<file path="config.mk">
export PLATFORM = sky130hd
export DESIGN_NAME = multilevel_queue_batch_scheduler_core
export DESIGN_NICKNAME = d
export VERILOG_FILES = /design/src/rtl/core/mlqs_pkg.sv /design/src/rtl/core/mlqs_ram.sv /design/src/rtl/core/mlqs_ctrl.sv /design/src/rtl/core/multilevel_queue_batch_scheduler_core.sv
export SDC_FILE = /design/constraint.sdc
export NUM_CORES = 1
export LEC_CHECK = 0
export BUFFER_PORTS_ARGS = -buffer_cell sky130_fd_sc_hd__buf_4
export CORE_MARGIN = 2
export CORE_UTILIZATION = 30
export CTS_CLUSTER_SIZE = 14
export DETAILED_ROUTE_END_ITERATION = 7
export RECOVER_POWER = 50
export SYNTH_ARGS = -nofsm -noshare
export SYNTH_HDL_FRONTEND = slang
export SYNTH_HIERARCHICAL = 1
export SYNTH_SLANG_ARGS = --single-unit
</file>
<file path="constraint.sdc">
create_clock -name clk -period 11.2 [get_ports clk]
set_input_delay 1.68 -clock clk [delete_from_list [all_inputs] [get_ports clk]]
set_output_delay 1.68 -clock clk [all_outputs]
set_load 0.05 [all_outputs]
</file>
<file path="src/rtl/core/mlqs_pkg.sv">
// Shared types and constants for the multilevel queue batch scheduler.
// No dependencies.
`timescale 1ns / 1ps

package mlqs_pkg;

    localparam int BURST_W  = 16;
    localparam int PRIO_W   = 8;
    localparam int JOB_ID_W = 6;
    localparam int ENTRY_W  = BURST_W + PRIO_W;

    localparam logic [BURST_W-1:0] QUANTUM_RESET = 16'd4;

    localparam logic LEVEL_RR   = 1'b0;
    localparam logic LEVEL_PRIO = 1'b1;

    typedef struct packed {
        logic [JOB_ID_W-1:0] job_id;
        logic                level;
        logic [BURST_W-1:0]  run_units;
        logic [BURST_W-1:0]  time_left;
        logic                finished;
        logic                last_result;
    } result_t;

endpackage

</file>
<file path="src/rtl/core/mlqs_ram.sv">
// Generic single-port-write, single-port-read RAM with registered read data.
// No dependencies.
`timescale 1ns / 1ps

module mlqs_ram #(
    parameter int WIDTH = 24,
    parameter int DEPTH = 32
) (
    input  logic                                     clk,
    input  logic                                     we,
    input  logic [((DEPTH > 1) ? $clog2(DEPTH) : 1)-1:0] waddr,
    input  logic [WIDTH-1:0]                         wdata,
    input  logic [((DEPTH > 1) ? $clog2(DEPTH) : 1)-1:0] raddr,
    output logic [WIDTH-1:0]                         rdata
);

    logic [WIDTH-1:0] mem [DEPTH];
    logic [WIDTH-1:0] rdata_reg;

    always_ff @(posedge clk)
    begin
        if (we)
        begin
            mem[waddr] <= wdata;
        end
        rdata_reg <= mem[raddr];
    end

    assign rdata = rdata_reg;

endmodule

</file>
<file path="src/rtl/core/mlqs_ctrl.sv">
// Sequencer: loads jobs into the job store, then walks it for the round-robin
// pass and once per priority selection. Depends on mlqs_pkg.
`timescale 1ns / 1ps

module mlqs_ctrl #(
    parameter int MAX_JOBS = 32
) (
    input  logic                                        clk,
    input  logic                                        rst_n,
    input  logic                                        start,
    input  logic                                        last_job,
    input  logic [mlqs_pkg::BURST_W-1:0]                burst_time,
    input  logic [mlqs_pkg::PRIO_W-1:0]                 priority_value,
    input  logic [mlqs_pkg::BURST_W-1:0]                quantum,
    input  logic [mlqs_pkg::ENTRY_W-1:0]                ram_rdata,
    output logic                                        busy,
    output logic                                        ram_we,
    output logic [((MAX_JOBS > 1) ? $clog2(MAX_JOBS) : 1)-1:0] ram_waddr,
    output logic [mlqs_pkg::ENTRY_W-1:0]                ram_wdata,
    output logic [((MAX_JOBS > 1) ? $clog2(MAX_JOBS) : 1)-1:0] ram_raddr,
    output logic                                        result_valid,
    output mlqs_pkg::result_t                           result
);

    import mlqs_pkg::*;

    localparam int IDX_W = (MAX_JOBS > 1) ? $clog2(MAX_JOBS) : 1;
    localparam int CNT_W = $clog2(MAX_JOBS + 1);

    typedef enum logic [1:0] {
        ST_IDLE,
        ST_RR,
        ST_SCAN
    } state_t;

    state_t                state_reg, state_next;
    logic [CNT_W-1:0]      cnt_reg, cnt_next;
    logic [IDX_W-1:0]      addr_reg, addr_next;
    logic                  issue_reg, issue_next;
    logic                  dv_reg, dv_next;
    logic [IDX_W-1:0]      dtag_reg, dtag_next;
    logic [MAX_JOBS-1:0]   mask_reg, mask_next;
    logic                  found_reg, found_next;
    logic [IDX_W-1:0]      best_idx_reg, best_idx_next;
    logic [PRIO_W-1:0]     best_prio_reg, best_prio_next;
    logic [BURST_W-1:0]    best_burst_reg, best_burst_next;
    logic                  res_valid_reg, res_valid_next;
    result_t               res_reg, res_next;

    logic                  full;
    logic [IDX_W-1:0]      last_idx;
    logic [BURST_W-1:0]    rd_burst;
    logic [PRIO_W-1:0]     rd_prio;
    logic                  demote;
    logic                  take;
    logic [IDX_W-1:0]      sel_idx;
    logic [BURST_W-1:0]    sel_burst;

    assign full      = (cnt_reg >= CNT_W'(MAX_JOBS));
    assign last_idx  = IDX_W'(cnt_reg - CNT_W'(1));
    assign rd_burst  = ram_rdata[BURST_W-1:0];
    assign rd_prio   = ram_rdata[ENTRY_W-1:BURST_W];

    assign ram_we    = (state_reg == ST_IDLE) && start && !full;
    assign ram_waddr = IDX_W'(cnt_reg);
    assign ram_wdata = {priority_value, burst_time};
    assign ram_raddr = addr_reg;

    assign demote    = (rd_burst > quantum);
    // Strict compare on an ascending walk keeps the earliest demoted job on ties
    assign take      = dv_reg && mask_reg[dtag_reg]
                       && (!found_reg || (rd_prio < best_prio_reg));
    assign sel_idx   = take ? dtag_reg : best_idx_reg;
    assign sel_burst = take ? rd_burst : best_burst_reg;

    always_comb
    begin
        state_next      = state_reg;
        cnt_next        = cnt_reg;
        addr_next       = addr_reg;
        issue_next      = issue_reg;
        dv_next         = issue_reg;
        dtag_next       = addr_reg;
        mask_next       = mask_reg;
        found_next      = found_reg;
        best_idx_next   = best_idx_reg;
        best_prio_next  = best_prio_reg;
        best_burst_next = best_burst_reg;
        res_valid_next  = 1'b0;
        res_next        = res_reg;

        // Advance the read address while a walk is under way
        if (issue_reg)
        begin
            addr_next = addr_reg + IDX_W'(1);
            if (addr_reg == last_idx)
            begin
                issue_next = 1'b0;
            end
        end

        unique case (state_reg)
            ST_IDLE:
            begin
                if (start)
                begin
                    if (!full)
                    begin
                        cnt_next = cnt_reg + CNT_W'(1);
                    end
                    if (last_job)
                    begin
                        state_next = ST_RR;
                        addr_next  = '0;
                        issue_next = 1'b1;
                    end
                end
            end

            ST_RR:
            begin
                if (dv_reg)
                begin
                    res_valid_next       = 1'b1;
                    res_next.job_id      = JOB_ID_W'(dtag_reg) + JOB_ID_W'(1);
                    res_next.level       = LEVEL_RR;
                    res_next.last_result = 1'b0;
                    if (demote)
                    begin
                        res_next.run_units  = quantum;
                        res_next.time_left  = rd_burst - quantum;
                        res_next.finished   = 1'b0;
                        mask_next[dtag_reg] = 1'b1;
                    end
                    else
                    begin
                        res_next.run_units = rd_burst;
                        res_next.time_left = '0;
                        res_next.finished  = 1'b1;
                    end
                    if (dtag_reg == last_idx)
                    begin
                        if (|mask_next)
                        begin
                            state_next = ST_SCAN;
                            addr_next  = '0;
                            issue_next = 1'b1;
                            found_next = 1'b0;
                        end
                        else
                        begin
                            state_next           = ST_IDLE;
                            cnt_next             = '0;
                            res_next.last_result = 1'b1;
                        end
                    end
                end
            end

            ST_SCAN:
            begin
                if (take)
                begin
                    found_next      = 1'b1;
                    best_idx_next   = dtag_reg;
                    best_prio_next  = rd_prio;
                    best_burst_next = rd_burst;
                end
                if (dv_reg && (dtag_reg == last_idx))
                begin
                    res_valid_next       = 1'b1;
                    res_next.job_id      = JOB_ID_W'(sel_idx) + JOB_ID_W'(1);
                    res_next.level       = LEVEL_PRIO;
                    res_next.run_units   = sel_burst - quantum;
                    res_next.time_left   = '0;
                    res_next.finished    = 1'b1;
                    res_next.last_result = 1'b0;
                    mask_next[sel_idx]   = 1'b0;
                    if (|mask_next)
                    begin
                        addr_next  = '0;
                        issue_next = 1'b1;
                        found_next = 1'b0;
                    end
                    else
                    begin
                        state_next           = ST_IDLE;
                        cnt_next             = '0;
                        res_next.last_result = 1'b1;
                    end
                end
            end

            default:
            begin
                state_next = ST_IDLE;
            end
        endcase
    end

    always_ff @(posedge clk or negedge rst_n)
    begin
        if (!rst_n)
        begin
            state_reg     <= ST_IDLE;
            cnt_reg       <= '0;
            addr_reg      <= '0;
            issue_reg     <= 1'b0;
            dv_reg        <= 1'b0;
            mask_reg      <= '0;
            found_reg     <= 1'b0;
            res_valid_reg <= 1'b0;
            res_reg       <= '0;
        end
        else
        begin
            state_reg     <= state_next;
            cnt_reg       <= cnt_next;
            addr_reg      <= addr_next;
            issue_reg     <= issue_next;
            dv_reg        <= dv_next;
            mask_reg      <= mask_next;
            found_reg     <= found_next;
            res_valid_reg <= res_valid_next;
            res_reg       <= res_next;
        end
    end

    always_ff @(posedge clk)
    begin
        dtag_reg       <= dtag_next;
        best_idx_reg   <= best_idx_next;
        best_prio_reg  <= best_prio_next;
        best_burst_reg <= best_burst_next;
    end

    assign busy         = (state_reg != ST_IDLE);
    assign result_valid = res_valid_reg;
    assign result       = res_reg;

endmodule

</file>
<file path="src/rtl/core/multilevel_queue_batch_scheduler_core.sv">
// Top level of the multilevel queue batch scheduler: quantum register, job
// store and sequencer. Depends on mlqs_pkg, mlqs_ram and mlqs_ctrl.
`timescale 1ns / 1ps

// Usage
//   Request channel: a job is taken at a clock edge with start high and busy
//   low; burst_time and priority_value are stored and the job id is its load
//   order from 1. Jobs load at one per cycle. Jobs beyond MAX_JOBS are
//   dropped; a request with last_job high still starts the schedule.
//   Result channel: result_valid marks each slot for exactly one cycle; the
//   receiver cannot stall it. last_result flags the final slot.
//   Timing: the round-robin pass walks the loaded jobs in the store once;
//   its first slot passes the store's read register and the result register
//   after the last request, then one slot per cycle. Each priority slot
//   needs a full walk of the single-read-port store to find the lowest
//   priority value. busy stays high from the last request until the final
//   slot is issued; it is low in that cycle, when the next batch may load.
//   Configuration: cfg_we writes cfg_wdata into the time quantum; write it
//   only while busy is low.
//   Reset: no jobs held, quantum 4; the store contents are not cleared and
//   need no clearing pass.

module multilevel_queue_batch_scheduler_core #(
    parameter int MAX_JOBS = 32
) (
    input  logic                               clk,
    input  logic                               rst_n,
    input  logic                               start,
    output logic                               busy,
    input  logic [mlqs_pkg::BURST_W-1:0]       burst_time,
    input  logic [mlqs_pkg::PRIO_W-1:0]        priority_value,
    input  logic                               last_job,
    input  logic                               cfg_we,
    input  logic [mlqs_pkg::BURST_W-1:0]       cfg_wdata,
    output logic                               result_valid,
    output logic [mlqs_pkg::JOB_ID_W-1:0]      job_id,
    output logic                               level,
    output logic [mlqs_pkg::BURST_W-1:0]       run_units,
    output logic [mlqs_pkg::BURST_W-1:0]       time_left,
    output logic                               finished,
    output logic                               last_result
);

    import mlqs_pkg::*;

    localparam int IDX_W = (MAX_JOBS > 1) ? $clog2(MAX_JOBS) : 1;

    logic [BURST_W-1:0] time_quantum_reg;
    logic               ram_we;
    logic [IDX_W-1:0]   ram_waddr;
    logic [ENTRY_W-1:0] ram_wdata;
    logic [IDX_W-1:0]   ram_raddr;
    logic [ENTRY_W-1:0] ram_rdata;
    result_t            result;

    always_ff @(posedge clk or negedge rst_n)
    begin
        if (!rst_n)
        begin
            time_quantum_reg <= QUANTUM_RESET;
        end
        else if (cfg_we)
        begin
            time_quantum_reg <= cfg_wdata;
        end
    end

    mlqs_ram #(
        .WIDTH (ENTRY_W),
        .DEPTH (MAX_JOBS)
    ) u_job_store (
        .clk   (clk),
        .we    (ram_we),
        .waddr (ram_waddr),
        .wdata (ram_wdata),
        .raddr (ram_raddr),
        .rdata (ram_rdata)
    );

    mlqs_ctrl #(
        .MAX_JOBS (MAX_JOBS)
    ) u_ctrl (
        .clk            (clk),
        .rst_n          (rst_n),
        .start          (start),
        .last_job       (last_job),
        .burst_time     (burst_time),
        .priority_value (priority_value),
        .quantum        (time_quantum_reg),
        .ram_rdata      (ram_rdata),
        .busy           (busy),
        .ram_we         (ram_we),
        .ram_waddr      (ram_waddr),
        .ram_wdata      (ram_wdata),
        .ram_raddr      (ram_raddr),
        .result_valid   (result_valid),
        .result         (result)
    );

    assign job_id      = result.job_id;
    assign level       = result.level;
    assign run_units   = result.run_units;
    assign time_left   = result.time_left;
    assign finished    = result.finished;
    assign last_result = result.last_result;

    // Final slot closes the schedule; any earlier slot leaves it running
    a_last_ends_busy: assert property (@(posedge clk) disable iff (!rst_n)
        (result_valid && last_result) |-> !busy)
        else $error("final slot issued while schedule still running");

    a_slot_inside_busy: assert property (@(posedge clk) disable iff (!rst_n)
        (result_valid && !last_result) |-> busy)
        else $error("slot issued with no schedule running");

    a_finish_no_time: assert property (@(posedge clk) disable iff (!rst_n)
        (result_valid && finished) |-> (time_left == '0))
        else $error("completed job reports time left");

    a_demote_quantum: assert property (@(posedge clk) disable iff (!rst_n)
        (result_valid && !finished) |->
            ((level == LEVEL_RR) && (run_units == time_quantum_reg)))
        else $error("demoted job did not run exactly one quantum");

endmodule

</file>
### Word-level counts from Yosys, hierarchy flattened

Memory sizes are Yosys's and may differ from the RTL's. A register that Yosys moved wholly into a read port is not among the register bits.
Cells that the tools add are included.

| operators by class | value |
|---|---|
| add/sub/neg operators | 7 |
| multiply operators | 0 |
| div/mod/pow operators | 0 |
| order comparisons | 7 |
| equal/unequal tests | 13 |
| shifts and indexed selects | 0 |
| muxes and demuxes | 68 |
| bitwise logic cells | 3 |
| reductions and logical operators | 21 |

Operators with widths:

| kind | count |
|---|---|
| two-way mux 32 bit | 5 |
| two-way mux 41 bit | 2 |
| case mux 41 bit (2 select lines) | 1 |
| case mux 32 bit (2 select lines) | 1 |
| OR reduction 32 bit | 2 |
| two-way mux 5 bit | 9 |
| two-way mux 6 bit | 7 |
| two-way mux 33 bit | 1 |
| AND 32 bit | 1 |
| inverter 32 bit | 1 |
| OR 32 bit | 1 |
| subtractor 16 bit | 2 |
| two-way mux 1 bit | 25 |
| case mux 6 bit (3 select lines) | 1 |
| > comparator 16 bit | 1 |
| two-way mux 16 bit | 1 |
| case mux 5 bit (3 select lines) | 1 |
| two-way mux 2 bit | 7 |
| adder 5 x 1 -> 6 bit (second input constant) | 2 |
| < comparator 5 x 6 -> 1 bit (second input constant) | 2 |
| demux 1 bit (select 5 bit) | 2 |
| == test 5 bit | 2 |
| >= comparator 5 x 1 -> 1 bit (second input constant) | 2 |
| inequality test 2 bit (second input constant) | 5 |
| other kinds (23) | 35 |

| word-level totals | value |
|---|---|
| bits in registers | 140 |
| latch bits | 0 |
| memory bits (writable) | 768 |
| ROM bits | 0 |
| input bits | 45 |
| output and inout port bits | 43 |
| word-level logic and storage cells | 139 |
| memories kept | 1 |

Memory list:

| name | words | width | read ports | clocked after Yosys merged registers in | write ports | line | RTL |
|---|---|---|---|---|---|---|---|
| u_job_store.mem | 32 | 24 | 1 | 1 | 1 | mlqs_ram.sv:17 | `logic [WIDTH-1:0] mem [DEPTH];` |

### Logic depth before layout (Yosys ltp)

Gate-level depths: netlist (run 1).

| logic depth | value |
|---|---|
| depth after elaboration | 15 |
| depth in mapped cells | 25 |
| gate-level depth less buffers | 22 |

### Modules after synthesis

Netlist (run 1), hierarchy kept.

By module, submodules not included:

| module | instances | cells an instance | area an instance (um2) | seq. area each (um2) |
|---|---|---|---|---|
| mlqs_ram | 1 | 1711 | 30480.5 | 23542.6 |
| mlqs_ctrl | 1 | 1070 | 8894.8 | 3223.1 |
| multilevel_queue_batch_scheduler_core | 1 | 34 | 650.6 | 401.6 |

### Worst setup path after synthesis (run 1)

No wires, ideal clock.

| path | value |
|---|---|
| path kind | register -> register |
| from | reg u_ctrl.dtag_reg[0] |
| to | reg u_ctrl.res_reg (netlist bit u_ctrl/result[32]) |
| library setup time | 0.135 ns |
| arrival | 4.640 ns |
| required time | 11.065 ns |
| slack | 6.425 ns |
| cell stages (with the launch flop) | 25 |
| buffers on the path | 5 |
| period minus slack after synthesis | 4.775 ns |
| cells stage by stage | dfxtp_1 buf_6 buf_6 mux2i_1 o22ai_1 a22oi_2 a41oi_4 nand2_1 buf_1 clkbuf_1 clkbuf_1 a21oi_1 ha_1 fa_1 nor2b_1 o21ai_0 a21boi_0 o21ai_0 a21boi_0 o2111ai_1 a31oi_1 a31oi_1 xnor2_1 a21oi_1 o21ai_0 |

| on the way | value |
|---|---|
| cells in the longest elaborated chain, start to end | 8 |
| elaborated cells on any way between the ends | 12 |
| classes of those cells | add/sub: 1; eq/ne: 2; mux: 5; reduce/logical: 4 |

RTL lines:

| element | line | RTL |
|---|---|---|
| start: declaration | mlqs_ctrl.sv:41 | `logic [IDX_W-1:0] dtag_reg, dtag_next;` |
| start signal: assignment | mlqs_ctrl.sv:231 | `dtag_reg <= dtag_next;` |
| binary-select mux 1 bit (select 5 bit) | mlqs_ctrl.sv:71 | `assign take = dv_reg && mask_reg[dtag_reg]` |
| two-way mux 1 bit (not written as such) | mlqs_ctrl.sv:71 |  |
| logical AND 1 bit | mlqs_ctrl.sv:71 |  |
| logical AND 1 bit | mlqs_ctrl.sv:72 | `&& (!found_reg \|\| (rd_prio < best_prio_reg));` |
| two-way mux 16 bit | - |  |
| subtractor 16 bit | mlqs_ctrl.sv:174 | `res_next.run_units = sel_burst - quantum;` |
| two-way mux 41 bit | mlqs_ctrl.sv:169 | `if (dv_reg && (dtag_reg == last_idx))` |
| case mux 41 bit (2 select lines) | mlqs_ctrl.sv:102 | `unique case (state_reg)` |
| end signal: assignment | mlqs_ctrl.sv:225 | `res_reg <= res_next;` |
| end: declaration | mlqs_ctrl.sv:48 | `result_t res_reg, res_next;` |

Several ways; a longest one is shown, not always the timed one. The select of a mux whose other input is x is not followed.
A chain may end at the register's enable or synchronous reset.

### Worst setup path after layout (run 1)

| path | value |
|---|---|
| from | reg u_ctrl.state_reg[0] |
| to | reg u_ctrl.mask_reg[2] |

| on the way | value |
|---|---|
| cells in the longest elaborated chain, start to end | 3 |
| elaborated cells on any way between the ends | 7 |
| classes of those cells | eq/ne: 4; mux: 1; reduce/logical: 2 |

RTL lines:

| element | line | RTL |
|---|---|---|
| start: declaration | mlqs_ctrl.sv:36 | `state_t state_reg, state_next;` |
| start signal: assignment | mlqs_ctrl.sv:217 | `state_reg <= state_next;` |
| == test 2 bit or == test 2 x 1 -> 1 bit (tied branches) | mlqs_ctrl.sv:102 |  |
| inequality test 2 x 1 -> 1 bit (no source line) or nonzero test 2 bit (tied branches) | - |  |
| AND reduction 3 bit (no source line) | - |  |
| end signal: assignment | mlqs_ctrl.sv:222 | `mask_reg <= mask_next;` |
| end: declaration | mlqs_ctrl.sv:42 | `logic [MAX_JOBS-1:0] mask_reg, mask_next;` |

Several ways; a longest one is shown, not always the timed one.

==> summary.md, run 1 <==
| Metric | Value |
|---|---|
| Outcome | complete, but fails checks |
| Failing checks | max-capacitance violations, max-slew violations |
| Starting Density | 0.3010 |
| Crit path to | u_ctrl/mask_reg[2]$_DFFE_PN0P_ |
| Cts repair resizes | 0 |
| Post-layout min period | 6231 ps |
| Drt pass-1 iters | 6 |
| R2R depth | 8 |
| Worst vdd ir | around 0.19 mV |
| Starting DRT DRC Count | about 1.9k |
| Tot Pwr | roughly 9900 uW |
| Reg clk slew, reported paths | ~60 ps |
| Die X | 369.3 um |
| Arrival @ worst endpoint | just under 7000 ps |
| CTS tree | done |
| Num Clock Sinks | around 930 |
| Tot GR Track Use | 0.1447 |
| Drt total wl | between 100000 and 150000 um |
| Full die area | 0.1364 sq mm |
| Final Cycle Share | 0.5563 |
| Core area | around 0.13 sq mm |
| Layout cells sized above 1 | 0.1030 |
| Layout area overhead | 13.06% |
| Via count | 23.36k |
| Number of enable flip-flop cells after synthesis | about 800 |
| Critical path peak fanout | a little over 70 |
| Worst Setup End Kind | register |
| Root Buffer | clkbuf_16 |
| CP Launch Type | register |
| Mapped Cells | about 2.8k |
| Reg2reg start | u_ctrl/state_reg[0]$_DFFE_PN0P_ |
| H-tree Lvls | 3 |
| Final Hold Vio Count | 0 |
| Worst Skew | 43.58 ps |
| Flops & latches, synth | about 930 |
| Wire per inst | ~21 um |
| Postcts setup bufs | 0 |
| First-pass GRT wire length | 149600 um |
| Critical path origin | u_ctrl/state_reg[0]$_DFFE_PN0P_ |
| Slew headroom | -1.435 |
| I/O pin count | between 80 and 90 |
| Worst-Margin Slew | 3652 ps |
| WHS Path Cells | 0 |
| Leakage power | approximately 0.015 uW |
| Mapped cell area | between 0.04 and 0.05 sq mm |
| Initial antenna violation count | 6 |
| Post-synth top flop | edfxtp_1 |
| Clk buf depth | 3 |
| Max reg flops | 768 |
| Max-cap violations | 5 |
| Sequential share of the synthesized area | 0.6787 |
| Syn nets | roughly 2.9k |
| Clk_lat worst skew | between 600 and 700 ps |
| Vias in the first global route | approximately 23k |
| FP Rows | roughly 130 |
| Total gr overflow | 0 |
| Height of the die | between 300 and 400 um |
| Cts-stage hold buffer count | 0 |
| Gpl congestion | between 0.8 and 0.9 |
| Fillers | 12.85k |
| R2r setup slk | slightly below 5000 ps |
| Net count, final | between 2k and 3k |
| Distinct cells, synth | 76 |
| Post-DP HPWL | around 60000 um |
| Avg Inst Size Synth | approximately 14 sq um |
| R2R Path End | u_ctrl/mask_reg[2]$_DFFE_PN0P_ |
| Yosys warnings | 6 |
| DR vias/cell | between 4 and 5 |
| Max Fclk | approximately 0.16 GHz |
| IO buf count | slightly below 90 |
| Final setup fails | 0 |
| Largest net degree at the start of global routing | 117 |
| CTS Buf Count | about 100 |
| RSZ-0062 raised after global routing | no |
| Final setup TNS | 0 ps |
| Hold crit path type | reg -> reg |
| Crit path kind | reg -> reg |
| Share of synthesized registers carrying an async set or reset | 0.1137 |
| Pwr dens | 218.9 mW/mm^2 |
| Worst path required time | around 12000 ps |
| Antenna-violating nets left | 0 |
| DRC Markers | 0 |
| Final slew viol count | ~250 |
[cell usage after synthesis (7+ instances only)]
cell / number / area (sq um)
a21o_1: 9 / 67.56
a21oi_1: 144 / 720.7
a22o_1: 50 / 437.9
a22oi_1: 72 / 540.5
a31oi_1: 33 / 206.5
buf_1: 12 / 45.04
buf_2: 29 / 145.1
buf_4: 44 / 330.3
buf_6: 26 / 292.8
clkbuf_1: 69 / 259.0
dfrtp_1: 105 / 2628
dfxtp_1: 29 / 580.6
edfxtp_1: 797 / 23930
ha_1: 46 / 575.6
inv_1: 54 / 202.7
mux2_2: 18 / 202.7
mux2_4: 10 / 150.1
mux2i_1: 407 / 4074
nand2_1: 238 / 893.4
nand2b_1: 21 / 131.4
nand3_1: 97 / 485.5
nand3b_1: 10 / 75.07
nand4_1: 13 / 81.33
nor2_1: 127 / 476.7
nor2b_1: 10 / 62.56
nor3_1: 44 / 220.2
nor4_1: 11 / 68.82
o2111ai_1: 7 / 61.31
o21a_1: 12 / 90.09
o21ai_0: 95 / 475.5
o22ai_1: 7 / 43.79
o32ai_1: 7 / 61.31
or2_2: 9 / 56.30
or3_1: 10 / 62.56
or4_1: 11 / 82.58
xnor2_1: 28 / 245.2
xor2_1: 18 / 157.7
[how the worst min path moves through the flow]
stage / slack [ps] / start / endpoint
5_1_grt: 450 / u_job_store/rdata[19]$_DFF_P_ / u_ctrl/best_prio_reg[3]$_DFFE_PP_
4_1_cts: 440 / u_job_store/rdata[19]$_DFF_P_ / u_ctrl/best_prio_reg[3]$_DFFE_PP_
6_report: 440 / u_job_store/rdata[19]$_DFF_P_ / u_ctrl/best_prio_reg[3]$_DFFE_PP_
3_3_place_gp: 420 / u_job_store/rdata[19]$_DFF_P_ / u_ctrl/best_prio_reg[3]$_DFFE_PP_
2_1_floorplan: 410 / u_job_store/rdata[16]$_DFF_P_ / u_ctrl/best_prio_reg[0]$_DFFE_PP_
3_5_place_dp: 430 / u_job_store/rdata[19]$_DFF_P_ / u_ctrl/best_prio_reg[3]$_DFFE_PP_
[routing by layer]
layer  part of all wire  GRT usage  wire [um]
met2               0.47     0.2339      47240
met4              0.018    0.03242       1786
met5            0.00038          0         38
met1               0.46     0.2031      46610
met3              0.053    0.02419       5394
[cells by family (layout without fill, tap and decap cells)]
kind of cell    after synthesis  count (layout)  share of synthesized area
flops                       932             932                     0.6787
simple gates                623             623                    0.07143
compound gates              494             494                    0.08115
mux                         435             435                     0.1106
buf+inv                     237             373                    0.03264
fa+ha+maj                    48              48                    0.01538
xor+xnor                     46              46                    0.01007
other cells                   0               5                          0
[placed cells by master, fill, tap and decap left out, types with 9 or more instances in the layout]
| cell type | count |
|---|---|
| a21o_1 | 9 |
| a21oi_1 | 144 |
| a22o_1 | 50 |
| a22oi_1 | 72 |
| a31oi_1 | 33 |
| buf_4 | 95 |
| clkbuf_1 | 69 |
| clkbuf_16 | 102 |
| clkinv_1 | 26 |
| clkinv_2 | 13 |
| dfrtp_1 | 105 |
| dfxtp_1 | 29 |
| edfxtp_1 | 797 |
| ha_1 | 46 |
| inv_1 | 54 |
| mux2_1 | 9 |
| mux2_2 | 18 |
| mux2i_1 | 407 |
| nand2_1 | 236 |
| nand2b_1 | 19 |
| nand3_1 | 97 |
| nand3b_1 | 10 |
| nand4_1 | 13 |
| nor2_1 | 94 |
| nor2_2 | 28 |
| nor3_1 | 44 |
| nor4_1 | 11 |
| o21a_1 | 12 |
| o21ai_0 | 95 |
| or2_2 | 9 |
| or3_1 | 10 |
| or4_1 | 11 |
| xnor2_1 | 28 |
| xor2_1 | 18 |
[metrics by stage]
| step | utilization | cell area [sq um] | setup slack, ps | hold WS [ps] | instances |
|---|---|---|---|---|---|
| after CTS | 0.3418 | 45440 | 5464 | 439.5 | 4719 |
| after global routing | 0.3403 | 45240 | 4027 | 453.1 | 4720 |
| after floorplan | - | 40030 | 6425 | 408.5 | 2815 |
| after global placement | 0.3185 | 42350 | 5500 | 423.6 | 4540 |
| after detailed placement | 0.3185 | 42350 | 5468 | 425.3 | 4540 |
| final | 0.3404 | 45250 | 4969 | 437.1 | 4724 |
[cell type report]
cell class                 instances  area (sq um)  area share
timing repair buffer             139         910.9     0.02013
sequential                       932         27170      0.6003
clock inverter                    49         424.2    0.009373
clock buffer                     130          2668     0.05895
tap                             1768          2212     0.04888
antenna                            5         12.51   0.0002765
inverter                          55         206.4    0.004562
multi-input combinational       1646         11650      0.2575
[report_power, final]
part | switching (uW) | total [uW] | internal [uW]
Clock | 1340 | 3130 | 1790
Sequential | 190 | 4170 | 3980
Combinational | 1630 | 2600 | 973
[critical path, cell delays in order (launching register included)]
cell	delay (ps)
dfrtp_1	410
inv_1	90
ha_1	180
clkbuf_1	2390
nand2_1	1370
nor2_1	1190
inv_1	130
o21ai_0	180
o21ai_0	110
Note: power is estimated with default switching activity, not from simulation.
==> inputs of run 2 (changes only) <==
- ABC_AREA: unset -> 1
- clock period: 11.2 -> 5.98 ns (I/O delays scaled with it)
==> summary.md, run 2 <==
| Metric | Value |
|---|---|
| Commonest cells in the netlist | nand2_1, edfxtp_1, nand3_1 |
| Gr busiest metal | met2 |
| Largest net degree at the start of global routing | 185 (+58%) |
| Worst-Margin Slew | 3165 ps (-487.2 ps) |
| WHS Path Cells | 3 (+3) |
| Hold path start | cfg_wdata[14] |
| Die X | 373.4 um (+1.1%) |
| Most used cell, CP | nand2_1 |
| Final setup fails | 0 (unchanged) |
| Worst Setup End Kind | register |
| Arrival @ worst endpoint | 5520 ps (-1210 ps) |
| Cell family with most CP delay | simple AND/OR/NAND/NOR gates |
| Initial antenna violation count | 3 (-3) |
| Cts repair resizes | 0 (unchanged) |
| Layout area overhead | 11.84% |
| Yosys warnings | 6 (unchanged) |
| Most frequent cells in the layout | nand2_1, edfxtp_1, nand3_1, inv_1, dfrtp_1 |
| Final Hold Vio Count | 0 (unchanged) |
| CTS tree | done |
| Height of the die | 373.4 um (+1.1%) |
| Max Fclk | 0.2023 GHz (+26%) |
| Leakage power | 0.01728 uW (+17%) |
| Hold crit path type | in -> reg |
| Tot GR Track Use | 0.1578 (+0.01312) |
| Commonest non-fill, non-tap cell in the layout | nand2_1 |
| Switching fraction of total power | 0.4045 (+0.08543) |
| RSZ-0062 raised after global routing | no |
| Number of enable flip-flop cells after synthesis | 797 (unchanged) |
| Cts-stage hold buffer count | 0 (unchanged) |
| Final Cycle Share | 0.8267 (+0.2703) |
| Delay of the slowest critical-path stage | 850 ps (-1540 ps) |
| Slew headroom | -1.110 (+0.3248) |
| Cell taking the most area after synthesis | edfxtp_1 |
| Most frequent cell after synthesis | nand2_1 |
| Core area | 0.1355 sq mm (+1.9%) |
| I/O pin count | 88 (unchanged) |
| Internal power | 13120 uW (+95%) |
| Share of synthesized registers carrying an async set or reset | 0.1137 (unchanged) |
| Outcome | complete, but fails checks |
| Drt total wl | 112000 um (+11%) |
| Crit-path slowest cell | dfxtp_1 |
| Clk_lat worst skew | 710 ps (+30 ps) |
| Worst vdd ir | 0.3341 mV (+80%) |
| Post-synth top flop | edfxtp_1 |
| Cell Area, Placed | 0.04292 sq mm (+1.4%) |
| Avg Inst Size Synth | 10.51 sq um (-26%) |
| Root Buffer | clkbuf_16 |
| Antenna-violating nets left | 0 (unchanged) |
| Wire per inst | 19.54 um (-8.7%) |
| Vias in the first global route | 26.77k (+18%) |
| CTS Buf Count | 95 (-4.0%) |
| Distinct cells, synth | 51 (-33%) |
| Post-layout min period | 4943 ps (-1287 ps) |
| Mapped Cells | 3894 (+38%) |
| Worst path required time | 6550 ps (-5150 ps) |
| Met3 Usage GRT | 0.02895 (+0.004765) |
| R2r setup slk | 1040 ps (-3930 ps) |
| Flop pwr share | 0.368 (-0.053) |
| Switching power | 8911 uW (+180%) |
| Total gr overflow | 0 (unchanged) |
| Hold EP | time_quantum_reg[14]$_DFFE_PN0P_ |
| Via count | 28.30k (+21%) |
| Synth top area cells | edfxtp_1, nand2_1, nand3_1, dfrtp_1, dfxtp_1 |
| Post-DP HPWL | 62690 um (+5.5%) |
| Crit path buf inv count | 4 (+1) |
| First-pass GRT wire length | 170000 um (+14%) |
| Final Instance Area | 0.04578 sq mm (+1.2%) |
| Net count, final | 3972 (+34%) |
| CP Launch Type | register |
| Reg2reg start | u_ctrl/dtag_reg[0]$_DFF_P_ |
| DRC Markers | 0 (unchanged) |
| Postcts setup bufs | 0 (unchanged) |
| Syn nets | 3987 (+37%) |
| IO buf count | 87 (unchanged) |
| Layout cells sized above 1 | 0.07260 (-0.03041) |
| Grt met2 use | 0.2404 (+0.006505) |
| Tot Pwr | 22030 uW (+120%) |
| Yosys top cell area share | 0.5847 (-0.01329) |
| Logic pwr share | 0.367 (+0.104) |
| Ant. Diodes | 0 (-5) |
| Worst Skew | 54.86 ps (+11.28 ps) |
| Clk pwr share | 0.265 (-0.051) |
| Failing checks | max-capacitance violations, max-slew violations |
| Starting DRT DRC Count | 2944 (+55%) |
| Final slew viol count | 323 (+31%) |
| R2R Path End | u_ctrl/result[32]$_DFFE_PN0P_ |
| R2R depth | 29 (+21) |
| Mapped cell area | 0.04094 sq mm (+2.3%) |
| Starting Density | 0.3022 (+0.001131) |
| Pwr dens | 481.2 mW/mm^2 (+120%) |
| Met1 Use GR | 0.2294 (+0.02633) |
| Final setup TNS | 0 ps (unchanged) |
| Clk buf depth | 3 (unchanged) |
| Gpl congestion | 0.8922 (+4.0%) |
| Max-cap violations | 9 (+4) |
| Drt pass-1 iters | 5 (-1) |
| Critical path peak fanout | 44 (-38%) |
| Max reg flops | 768 (unchanged) |
| DR vias/cell | 4.935 (-0.21%) |
| Flops & latches, synth | 932 (unchanged) |
| Full die area | 0.1394 sq mm (+2.2%) |
| Crit path kind | reg -> reg |
| H-tree Lvls | 3 (unchanged) |
| Reg clk slew, reported paths | 60 ps (about the same) |
| Sequential share of the synthesized area | 0.6637 (-0.01508) |
| Num Clock Sinks | 932 (unchanged) |
| FP Rows | 135 (+0.75%) |
-- run 2: changes by cell type in the layout (fill, tap and decap cells not counted), moves of 24 or more --
cell,change
nor2_2,-24
nor2_4,+27
nand3_1,+515
nor3_1,-33
a22o_1,-49
a22oi_1,-72
o21ai_1,+38
a21oi_1,-41
nand2_1,+1214
mux2i_1,-407
inv_1,+59
buf_4,-24
-- run 2: power by group through the flow --
stage               clock network (uW)  logic, uW  registers, uW
floorplan                            0       5590           8280
global placement                     0       7940           8230
detailed placement                   0       7990           8230
CTS                               5960       8030           8100
global route                      6220       9020           8160
finish                            5830       8090           8100
-- run 2: per-layer routing --
layer  up-vias  wire length (um)
met5         -                46
met4         6              2623
met3       184              8671
met2      1054             49600
met1     13720             51070
li1      13330                 -
-- run 2: stage by stage --
stage          setup WS (ps)    util  hold slack [ps]  cells
4_1_cts                 1153  0.3393            287.9   5734
3_3_place_gp            1274  0.3168            416.4   5563
5_1_grt                408.6  0.3380            400.8   5734
3_5_place_dp            1216  0.3168            433.1   5563
6_report                1037  0.3380            411.7   5734
2_1_floorplan           2097       -            400.0   3894
-- run 2: worst max path at each step --
stage | start | end | slack (ps) | cells past startpoint
final | u_ctrl/dtag_reg[0]$_DFF_P_ | u_ctrl/result[32]$_DFFE_PN0P_ | 1040 | 29
after global routing | u_ctrl/dtag_reg[0]$_DFF_P_ | u_ctrl/result[31]$_DFFE_PN0P_ | 410 | 31
after CTS | u_ctrl/dtag_reg[0]$_DFF_P_ | u_ctrl/result[32]$_DFFE_PN0P_ | 1150 | 29
after detailed placement | u_ctrl/dtag_reg[0]$_DFF_P_ | u_ctrl/result[32]$_DFFE_PN0P_ | 1220 | 30
after global placement | u_ctrl/dtag_reg[0]$_DFF_P_ | u_ctrl/result[32]$_DFFE_PN0P_ | 1270 | 30
after floorplan | u_ctrl/best_prio_reg[5]$_DFFE_PP_ | u_ctrl/result[31]$_DFFE_PN0P_ | 2100 | 30
-- run 2: layout make-up --
class / count / area (sq um)
flip-flops and latches: 932 / 27170
multi-input cells: 2604 / 12050
clock buffers: 123 / 2522
repair buffers: 119 / 795.8
fillers: 13620 / 89680
well taps: 1781 / 2228
inverters: 127 / 498.0
clock inverters: 48 / 519.2
-- run 2: worst reg2reg max path: cells and delay by family (launching register included) --
family | cells | cell delay (ps)
fa+ha+maj | 2 | 610
buf+inv | 4 | 580
compound gates | 6 | 1070
flops | 1 | 850
simple gates | 17 | 1730
-- run 2: cell families after synthesis --
kind of cell             synth area share
flip-flops                         0.6637
AO/OA/AOI/OAI                     0.03717
AND/OR/NAND/NOR                    0.2296
adder cells (fa/ha/maj)           0.01504
buffers and inverters             0.04814
XOR/XNOR                         0.006419
